File: src/rtl/psc_pkg.sv
`timescale 1ns / 1ps
// ----------------------------------------------------------------------------
// psc_pkg
// Shared types, constants and arithmetic helpers for the sensor
// compensation datapath.
// ----------------------------------------------------------------------------
package psc_pkg;

    // configuration port
    localparam int CFG_W     = 64;
    localparam int CFG_IDX_W = 3;

    typedef enum logic [CFG_IDX_W-1:0] {
        REG_TEMP_CALIB  = 3'd0,
        REG_PRESS_LOW   = 3'd1,
        REG_PRESS_HIGH  = 3'd2,
        REG_MIXED_CALIB = 3'd3,
        REG_HUM_CALIB   = 3'd4
    } psc_reg_e;

    // register stages of each section
    localparam int FRONT_STAGES = 13;
    localparam int DIV_BITS     = 64;
    localparam int BACK_STAGES  = 6;
    localparam int LATENCY      = FRONT_STAGES + DIV_BITS + BACK_STAGES;

    // formula constants
    localparam logic [33:0] C_PRESS_TOFS  = 34'd128000;
    localparam logic [31:0] C_HUM_TOFS    = 32'd76800;
    localparam logic [31:0] C_HUM_ROUND   = 32'd16384;
    localparam logic [31:0] C_HUM_HB_OFS  = 32'd32768;
    localparam logic [31:0] C_HUM_HC_OFS  = 32'd2097152;
    localparam logic [31:0] C_HUM_HD_RND  = 32'd8192;
    localparam logic [31:0] C_HUM_MAX     = 32'd419430400;
    localparam logic [20:0] C_PRESS_FULL  = 21'd1048576;
    localparam logic [63:0] C_PRESS_BIAS  = 64'h0000_8000_0000_0000;
    localparam logic signed [16:0] C_PRESS_SCALE = 17'sd3125;
    localparam logic [31:0] C_TEMP_ROUND  = 32'd128;

    // request and result payloads
    typedef struct packed {
        logic [19:0] raw_temperature;
        logic [19:0] raw_pressure;
        logic [15:0] raw_humidity;
    } psc_in_t;

    typedef struct packed {
        logic signed [31:0] temperature_centi;
        logic [31:0]        pressure_q24_8;
        logic [16:0]        humidity_q22_10;
    } psc_out_t;

    // decoded calibration words
    typedef struct packed {
        logic [15:0] t1;
        logic [15:0] t2;
        logic [15:0] t3;
        logic [15:0] p1;
        logic [15:0] p2;
        logic [15:0] p3;
        logic [15:0] p4;
        logic [15:0] p5;
        logic [15:0] p6;
        logic [15:0] p7;
        logic [15:0] p8;
        logic [15:0] p9;
        logic [7:0]  h1;
        logic [15:0] h2;
        logic [7:0]  h3;
        logic [15:0] h4;
        logic [15:0] h5;
        logic [7:0]  h6;
    } psc_calib_t;

    // one slot of the divider chain
    typedef struct packed {
        logic        vld;
        logic [63:0] rem;
        logic [63:0] quo;
        logic [63:0] den;
        logic        neg;
        logic        dz;
        logic [31:0] temp;
        logic [16:0] hum;
    } psc_div_t;

    function automatic logic [31:0] sx16(input logic [15:0] x);
        return {{16{x[15]}}, x};
    endfunction

    function automatic logic [31:0] sx8(input logic [7:0] x);
        return {{24{x[7]}}, x};
    endfunction

    // low 64 bits of a times a signed 17-bit factor, two partial products
    function automatic logic [63:0] mul64x16(input logic [63:0] a,
                                             input logic signed [16:0] b);
        logic signed [49:0] lo;
        logic [31:0]        hi;
        lo = $signed({1'b0, a[31:0]}) * b;
        hi = a[63:32] * {{15{b[16]}}, b};
        return {{14{lo[49]}}, lo} + {hi, 32'b0};
    endfunction

endpackage

File: src/rtl/psc_div_cell.sv
`timescale 1ns / 1ps
// ----------------------------------------------------------------------------
// psc_div_cell
// One restoring division step: decides one quotient bit and hands the
// partial remainder and the request's other fields to the next cell.
// ----------------------------------------------------------------------------
module psc_div_cell
    import psc_pkg::*;
(
    input  logic     clk,
    input  logic     rst_n,
    input  psc_div_t d_in,
    output psc_div_t d_out
);

    psc_div_t    cell_reg, cell_next;
    logic [64:0] shifted;
    logic [64:0] diff;
    logic        fits;

    // shift in the next dividend bit and try the subtraction
    always_comb
    begin
        shifted = {d_in.rem, d_in.quo[63]};
        diff    = shifted - {1'b0, d_in.den};
        fits    = (shifted >= {1'b0, d_in.den});
        cell_next     = d_in;
        cell_next.rem = fits ? diff[63:0] : shifted[63:0];
        cell_next.quo = {d_in.quo[62:0], fits};
    end

    always_ff @(posedge clk or negedge rst_n)
    begin
        if (!rst_n)
        begin
            cell_reg <= '0;
        end
        else
        begin
            cell_reg <= cell_next;
        end
    end

    assign d_out = cell_reg;

endmodule

File: config.mk
export PLATFORM = sky130hd
export DESIGN_NAME = psc_div_cell
export DESIGN_NICKNAME = d
export VERILOG_FILES = /design/src/rtl/psc_pkg.sv /design/src/rtl/psc_div_cell.sv
export SDC_FILE = /design/constraint.sdc
export NUM_CORES = 1
export LEC_CHECK = 0
export CORE_AREA = 2 2 191 193
export CTS_CLUSTER_DIAMETER = 120
export CTS_CLUSTER_SIZE = 16
export DETAILED_ROUTE_END_ITERATION = 7
export DIE_AREA = 0 0 193 195
export DONT_BUFFER_PORTS = 1
export REMOVE_ABC_BUFFERS = 1
export SLEW_MARGIN = 5
export SYNTH_ARGS = -nofsm -noshare
export SYNTH_HDL_FRONTEND = slang
export SYNTH_SLANG_ARGS = --single-unit
File: constraint.sdc
create_clock -name clk -period 0.8 [get_ports clk]
set_clock_uncertainty 0.05 [all_clocks]
set_input_delay 0.12 -clock clk [delete_from_list [all_inputs] [get_ports clk]]
set_output_delay 0.12 -clock clk [all_outputs]
set_load 0.02 [all_outputs]
==> reports/qor.yml, run 1 <==
rsz0062_at_grt: "true"
drt_iter0_drc: 462
ys_seq_elements: 244
layout-drive-gt1-share: 0.529
finalSetupViolations: 309
numCtsBuffers: 19
crit_fanout: 4
crit_family: "compound AO/OA/AOI/OAI gates"
synthCells: 1013
peakVddDrop_v: 0.00170
synth_top_area_share: 0.556
seq_area_frac_synth: 0.556
die_y_um: 195
syn-cell-area_mm2: 0.0110
clockRootBuffer: "clkbuf_16"
min_period_ns: 2.29
hold_path_class: "in2async"
violations: "hold timing, setup timing"
synth_most_common_cell: "dfrtp_1"
synthTopCellsByCount: "244 x dfrtp_1, 122 x a21oi_1, 83 x nor2_1, 81 x inv_1, 64 x ha_1"
core_mm2: 0.0354
port_buffers: 0
initial_core_util: 0.310
via_per_inst: 4.96
cts.clk_slew.worst_paths_ns: 0.08
synthFlopType: "dfrtp_1"
grt_pass1_wl_mm: 64.3
critPathLaunchType: "input port"
crit_buf_inv: 4
fp-row-count: 69
avgSynthCellArea_um2: 10.8
drt_pass1_iterations: 5
synth_edf_count: 0
ios: 490
htreeDepth: 1
end_kind: "flop"
wire_per_inst_um: 23.2
crit_chain: "inv_1 -> ha_4 -> nand2_4 -> nor4_4 -> buf_4 -> nand2_1 -> a21o_1 -> a211oi_4 -> buf_4 -> o2111ai_4 -> a21oi_4 -> buf_6 -> nor2_4 -> xor2_1 -> a21oi_1"
grt_pass1_vias: 10700
drtAntennaViolNets: 0
cap_violations: 0
cpMostUsedCell: "buf_4"
finalNetCount: 1830
slew_headroom: 0.548
finalCritPeriodShare: 2.86
cts_tree: "yes"
drc: 0
yosys-top-cells-area: "dfrtp_1 56%, ha_1 7.3%, a21oi_1 5.6%, xnor2_1 2.9%, nor2_1 2.8%"
cpPeakStageDelay_ns: 0.35
synth_cell_type_count: 64
ys_warn_count: 0
tightestPinTransition_ns: 0.671
largest_reg_flops: 244
worst_slack_ns: -1.49
synthArstFlopShare: 1.00
syn2layout_area_growth_pct: 73.0
fill_cells: 2855
grtUsageTotal: 0.226
crit_slowest_cell: "a211oi_4"
synth_area_leader_cell: "dfrtp_1"
wl_mm: 46.0
place_ws_ns: -2.52
die_w_um: 193
clk_path_buf_depth: 3
vias: 9834
final_hold_viol_count: 250
fin_cells: 1981
dp_cells: 1666
dieArea_mm2: 0.0376
arrival_ns: 2.67
hold_ws_ns: -0.752
cts_sinks: 244
p_leak_nw: 8.05
slew_violations: 0
maxClockFrequency_mhz: 437
grt_overflow_total: 0
crit_required_ns: 1.18
grt_max_degree: 245
antenna_found_initial: 1
fin_total_pwr_mw: 35.1
crit_type: "in2reg"
place.gp.congestion: 0.888
power_per_cell_area_mw_per_mm2: 1850
status: "finished, violations left"
post-dp-hpwl_mm: 30.6
-- worst max path at each step --
stage,from,depth (start not counted),slack [ns],endpoint
finish,d_in[65],15,-1.49,d_out[238]
global route,d_in[65],15,-1.55,d_out[238]
CTS,d_in[86],13,-1.47,d_out[238]
detailed placement,d_in[55],14,-2.52,d_out[227]
global placement,d_in[58],13,-2.45,d_out[227]
floorplan,d_in[52],11,-2.96,d_out[182]
-- cells by family after synthesis --
group	after synthesis	share of synthesized area
fa+ha+maj	65	0.0748
flops	244	0.556
simple gates	231	0.0977
xor+xnor	61	0.0487
compound gates	267	0.154
mux	20	0.0209
buf+inv	125	0.0471
-- report_power, final --
| part | leakage, nW | switching (mW) | total (mW) | internal [mW] |
|---|---|---|---|---|
| clock network | 0.247 | 4.32 | 8.67 | 4.35 |
| registers | 2.61 | 2.28 | 16.0 | 13.8 |
| logic | 5.19 | 4.74 | 10.3 | 5.60 |
| total | 8.05 | 11.3 | 35.1 | 23.7 |
-- cell usage in the layout, fill, tap and decap left out, drive strengths merged, types with 3 or more instances in the layout --
cell,netlist,final
dfrtp,244,244
dlygate4sd3,0,237
mux2,20,20
o211ai,4,4
nand2,56,56
nand2b,6,6
o22ai,3,3
buf,20,291
o21ai,41,41
nand4,27,27
nor3,9,9
clkbuf,24,21
xor2,25,25
o21a,3,3
nand3,15,15
o21bai,12,12
xnor2,36,36
o221ai,5,5
or2,3,3
and3,5,5
o31ai,4,4
a31oi,5,5
o311ai,4,4
or3,6,6
ha,64,64
nor4,8,8
a21oi,127,127
nor2b,7,7
a221oi,3,3
a211oi,5,5
a21o,34,34
nor2,84,84
inv,81,82
-- final cells by class --
class,instances,area (µm²),share of cell area
Sequential cell,244,6390,0.337
Multi-Input combinational cell,644,6040,0.318
Timing Repair Buffer,529,5100,0.269
Tap cell,461,577,0.0304
Clock buffer,20,489,0.0258
Inverter,81,369,0.0194
Clock inverter,1,11.3,0.000593
Antenna cell,1,2.50,0.000132
-- per-stage QoR --
| step | TNS [ns] | area, µm² | util |
|---|---|---|---|
| floorplan | -181.60 | 10800 | - |
| global placement | -146.57 | 13200 | 0.374 |
| detailed placement | -152.03 | 13200 | 0.374 |
| CTS | -173.47 | 18000 | 0.509 |
| global route | -179.55 | 19000 | 0.536 |
| finish | -167.75 | 19000 | 0.536 |
-- layer usage --
metal	vias up	GRT usage	wire length [µm]
met4	0	0.0780	1850
li1	4498	-	-
met5	-	0	0
met2	382	0.415	24100
met3	88	0.0437	2890
met1	4866	0.258	17200
-- repair_timing --
item / CTS / global route
endpoints found under the setup margin: 309 / 309
hold buffers: 233 / 4
endpoints found under the hold margin: 487 / 254
pin swaps: 80 / 77
resized for setup: 447 / 219
buffers inserted: 43 / 15
cloned: 7 / 1
Power figures use the tool's default switching activity.
==> run 2: changes to the inputs <==
--- a/config.mk
+++ b/config.mk
@@ -12,6 +12,8 @@
 export DIE_AREA = 0 0 193 195
 export DONT_BUFFER_PORTS = 1
 export REMOVE_ABC_BUFFERS = 1
+export SKIP_CTS_REPAIR_TIMING = 1
+export SKIP_LAST_GASP = 1
 export SLEW_MARGIN = 5
 export SYNTH_ARGS = -nofsm -noshare
 export SYNTH_HDL_FRONTEND = slang
==> reports/qor.yml, run 2 (synthesis gave the netlist of run 1 again) <==
grt_max_degree: 245  # unchanged
place.gp.congestion: 0.888  # unchanged
clockRootBuffer: "clkbuf_16"
clk_path_buf_depth: 3  # unchanged
slew_violations: 0  # unchanged
hold_path_class: "in2async"
grt_overflow_total: 0  # unchanged
layout-drive-gt1-share: 0.473  # -0.0566
crit_slowest_cell: "or3_1"
grt_pass1_vias: 8787  # -18%
largest_reg_flops: 244  # unchanged
fin_cells: 1962  # -0.96%
core_mm2: 0.0354  # unchanged
die_y_um: 195  # unchanged
crit_chain: "ha_4 -> nor2b_4 -> o2111a_2 -> buf_4 -> o211ai_1 -> a21o_1 -> a211oi_4 -> buf_4 -> buf_4 -> or3_1 -> xor2_1 -> mux2_2"
fin_area_mm2: 0.0181  # -4.6%
violations: "hold timing, setup timing"
place_area_mm2: 0.0132  # unchanged
p_leak_nw: 7.82  # -2.9%
cts_sinks: 244  # unchanged
htreeDepth: 1  # unchanged
syn2layout_area_growth_pct: 65.0
status: "finished, violations left"
arrival_ns: 2.66  # about the same
dieArea_mm2: 0.0376  # unchanged
min_period_ns: 2.30  # +0.0176 ns
finalCritPeriodShare: 2.88  # +0.0220
slew_headroom: 0.548  # about the same
met1_usage: 0.219  # -0.0390
crit_fanout: 3  # -1
numCtsBuffers: 19  # unchanged
peakVddDrop_v: 0.00187  # +9.9%
crit_family: "compound AO/OA/AOI/OAI gates"
cts.clk_slew.worst_paths_ns: 0.08  # about the same
cpPeakStageDelay_ns: 0.37  # +0.02 ns
wl_mm: 44.2  # -3.9%
cts_tree: "yes"
drt_iter0_drc: 465  # +0.65%
critPathLaunchType: "input port"
drt_pass1_iterations: 4  # -1
tightestPinTransition_ns: 0.671  # +0.000313 ns
die_w_um: 193  # unchanged
final_hold_viol_count: 252  # +0.80%
port_buffers: 0  # unchanged
rsz0062_at_grt: "true"
finalSetupViolations: 309  # unchanged
fp-row-count: 69  # unchanged
final_cell_mix: "235 x dlygate4sd3_1, 225 x buf_4, 224 x dfrtp_2, 85 x a21oi_1, 66 x nor2_1"
vias: 9619  # -2.2%
antenna_found_initial: 1  # unchanged
power_per_cell_area_mw_per_mm2: 1880  # +1.6%
post-dp-hpwl_mm: 30.6  # unchanged
drc: 0  # unchanged
worst_slack_ns: -1.50  # -0.0176 ns
initial_core_util: 0.310  # unchanged
crit_required_ns: 1.16  # -0.02 ns
finalNetCount: 1811  # -1.0%
hold_ws_ns: -0.758  # -0.00557 ns
grtUsageMet2: 0.354  # -0.0616
cpMostUsedCell: "buf_4"
maxClockFrequency_mhz: 434  # -0.76%
ios: 490  # unchanged
grtUsageTotal: 0.193  # -0.0326
grt.busiest_layer: "met2"
grt_pass1_wl_mm: 54.8  # -15%
via_per_inst: 4.90  # -1.2%
grt_use_met3: 0.0563  # +0.0126
dp_cells: 1666  # unchanged
final_common_cell: "dlygate4sd3_1"
end_kind: "flop"
wire_per_inst_um: 22.5  # -3.0%
crit_type: "in2reg"
cap_violations: 0  # unchanged
drtAntennaViolNets: 0  # unchanged
crit_buf_inv: 3  # -1
run 2: final cells by class:
| cell class | instances | area [µm²] |
|---|---|---|
| antenna | 1 | 2.50 |
| clock buffer | 20 | 489 |
| clock inverter | 1 | 11.3 |
| fill | 3020 | 17300 |
| inverter | 81 | 339 |
| multi-input combinational | 644 | 5480 |
| sequential | 244 | 6390 |
| tap | 461 | 577 |
| timing repair buffer | 510 | 4830 |
run 2: worst max-delay path by stage:
stage / from / endpoint / slack (ns) / depth (start not counted)
finish: d_in[179] / d_out[226] / -1.50 / 12
global route: d_in[65] / d_out[238] / -1.55 / 15
CTS: d_in[55] / d_out[227] / -2.00 / 14
detailed placement: d_in[55] / d_out[227] / -2.52 / 14
global placement: d_in[58] / d_out[227] / -2.45 / 13
floorplan: d_in[52] / d_out[182] / -2.96 / 11
run 2: routing by layer:
layer,up-vias,routed length (µm)
li1,4463,-
met1,4732,17100
met2,355,23000
met3,69,2800
met4,0,1340
met5,-,0
run 2: where the power goes:
part           switching (mW)  internal, mW  total (mW)
clock                    4.36          4.35        8.71
sequential               2.28          13.8        16.0
combinational            4.21          5.03        9.24
run 2: per-stage QoR:
step	total power, mW	utilization	TNS [ns]	setup WS [ns]
finish	34.0	0.512	-169.06	-1.50
global route	35.6	0.512	-182.39	-1.55
CTS	31.2	0.388	-207.59	-2.00
detailed placement	22.3	0.374	-152.03	-2.52
global placement	22.4	0.374	-146.57	-2.45
floorplan	19.2	-	-181.60	-2.96
==> run 3: changes to the inputs <==
--- a/config.mk
+++ b/config.mk
@@ -5,12 +5,12 @@
 export SDC_FILE = /design/constraint.sdc
 export NUM_CORES = 1
 export LEC_CHECK = 0
-export CORE_AREA = 2 2 191 193
+export BUFFER_PORTS_ARGS = -buffer_cell sky130_fd_sc_hd__buf_4
+export CORE_AREA = 2 2 189 191
 export CTS_CLUSTER_DIAMETER = 120
 export CTS_CLUSTER_SIZE = 16
 export DETAILED_ROUTE_END_ITERATION = 7
-export DIE_AREA = 0 0 193 195
-export DONT_BUFFER_PORTS = 1
+export DIE_AREA = 0 0 191 193
 export REMOVE_ABC_BUFFERS = 1
 export SKIP_CTS_REPAIR_TIMING = 1
 export SKIP_LAST_GASP = 1
==> reports/qor.yml, run 3 (synthesis gave the netlist of run 1 again) <==
layout-drive-gt1-share: 0.490  # +0.0176
place.gp.congestion: 0.849  # -4.4%
arrival_ns: 2.80  # +0.14 ns
final_common_cell: "buf_4"
cpPeakStageDelay_ns: 0.30  # -0.07 ns
finalNetCount: 2309  # +27%
clockRootBuffer: "clkbuf_16"
peakVddDrop_v: 0.00172  # -7.6%
min_period_ns: 2.46  # +0.158 ns
fp-row-count: 69  # unchanged
wire_per_inst_um: 20.0  # -11%
end_kind: "flop"
cts_sinks: 244  # unchanged
vias: 11600  # +21%
n_antenna_cell: 0  # -1
dieArea_mm2: 0.0369  # -2.1%
slew_headroom: 0.425  # -0.123
crit_buf_inv: 5  # +2
drc: 0  # unchanged
cap_violations: 0  # unchanged
numCtsBuffers: 19  # unchanged
clk_path_buf_depth: 3  # unchanged
finalSetupViolations: 553  # +79%
grt_pass1_vias: 10600  # +21%
via_per_inst: 4.73  # -3.5%
port_buffers: 489  # +489
worst_slack_ns: -1.66  # -0.158 ns
largest_reg_flops: 244  # unchanged
crit_chain: "buf_8 -> inv_4 -> ha_4 -> nor2b_4 -> o2111a_1 -> o21ai_2 -> o311ai_2 -> buf_4 -> o2111ai_4 -> a21oi_4 -> o21ai_4 -> a21oi_4 -> buf_8 -> buf_12 -> mux2_4"
htreeDepth: 1  # unchanged
crit_type: "in2reg"
fill_cells: 2579  # -15%
die_y_um: 193  # -1.0%
initial_core_util: 0.314  # +0.00383
drtAntennaViolNets: 0  # unchanged
rsz0062_at_grt: "true"
grt_max_degree: 61  # -75%
hold_path_class: "in2reg"
antenna_found_initial: 0  # -1
grtUsageTotal: 0.208  # +0.0146
final_cell_mix: "477 x buf_4, 264 x buf_6, 243 x dfrtp_1, 242 x dlygate4sd3_1, 76 x a21oi_1"
wl_mm: 49.1  # +11%
status: "finished, violations left"
core_mm2: 0.0350  # -1.2%
post-dp-hpwl_mm: 33.7  # +9.9%
cts_tree: "yes"
setup_tns_ns: -270.66  # -101.61 ns
hold_ws_ns: -0.319  # +0.439 ns
crit_family: "compound AO/OA/AOI/OAI gates"
grt_overflow_total: 0  # unchanged
final_hold_viol_count: 3  # -99%
p_leak_nw: 10.6  # +36%
power_per_cell_area_mw_per_mm2: 1690  # -10%
crit_required_ns: 1.14  # -0.02 ns
tightestPinTransition_ns: 0.860  # +0.189 ns
fin_cells: 2458  # +25%
critPathLaunchType: "input port"
cts.clk_slew.worst_paths_ns: 0.07  # about the same
die_w_um: 191  # -1.0%
crit_slowest_cell: "mux2_4"
crit_fanout: 8  # +5
finalCritPeriodShare: 3.08  # +0.197
ios: 490  # unchanged
slew_violations: 0  # unchanged
maxClockFrequency_mhz: 406  # -6.4%
drt_iter0_drc: 451  # -3.0%
grt_pass1_wl_mm: 58.9  # +7.6%
dp_cells: 2165  # +30%
syn2layout_area_growth_pct: 103
violations: "hold timing, setup timing"
drt_pass1_iterations: 5  # +1
## run 3: cell types whose count changed in the layout (fill, tap and decap cells not counted), moves of 5 or more
cell	before	now
buf_12	15	10
a21oi_1	85	76
mux2_4	16	9
dlygate4sd3_1	235	242
a21oi_2	33	44
buf_4	225	477
dfrtp_2	224	1
mux2_2	4	11
nor2_4	7	19
buf_6	26	264
buf_8	3	9
ha_1	32	37
nor2_1	66	54
dfrtp_1	20	243
## run 3: where the power goes
part / total (mW) / switching, mW / internal (mW)
registers: 14.2 / 0.664 / 13.5
clock network: 8.68 / 4.43 / 4.25
logic: 14.7 / 6.98 / 7.77
total: 37.6 / 12.1 / 25.5
## run 3: path summary, 6_finish.rpt
check,from,to,slack (ns),depth (start not counted)
min in group asynchronous,rst_n,d_out[174],0.20,2
hold / removal,d_in[51],d_out[51],-0.32,1
setup / recovery,d_in[52],d_out[224],-1.66,15
max in group asynchronous,rst_n,d_out[55],-0.44,3
## run 3: layer usage
metal	wire length, µm	vias up	track usage
li1	-	5445	-
met5	0	-	0
met3	3000	85	0.0407
met4	1500	0	0.0590
met1	18800	5680	0.248
met2	25800	414	0.379
## run 3: layout make-up
class / instances / area (µm²) / share of cell area
Multi-Input combinational cell: 644 / 5370 / 0.241
Clock inverter: 1 / 16.3 / 0.000729
Timing Repair Buffer: 1008 / 9460 / 0.424
Sequential cell: 244 / 6110 / 0.274
Inverter: 81 / 317 / 0.0142
Clock buffer: 19 / 475 / 0.0213
Tap cell: 461 / 577 / 0.0258
## run 3: stage by stage
| step | total power, mW | instance area (µm²) | worst slack, ns | hold slack (ns) | utilization |
|---|---|---|---|---|---|
| floorplan | 19.2 | 10800 | -2.96 | -0.226 | - |
| global placement | 25.2 | 16900 | -2.40 | -0.0974 | 0.484 |
| detailed placement | 25.3 | 16900 | -2.49 | -0.0962 | 0.484 |
| CTS | 34.1 | 17400 | -1.97 | -0.650 | 0.499 |
| global route | 39.3 | 22300 | -1.75 | -0.345 | 0.638 |
| finish | 37.6 | 22300 | -1.66 | -0.319 | 0.638 |
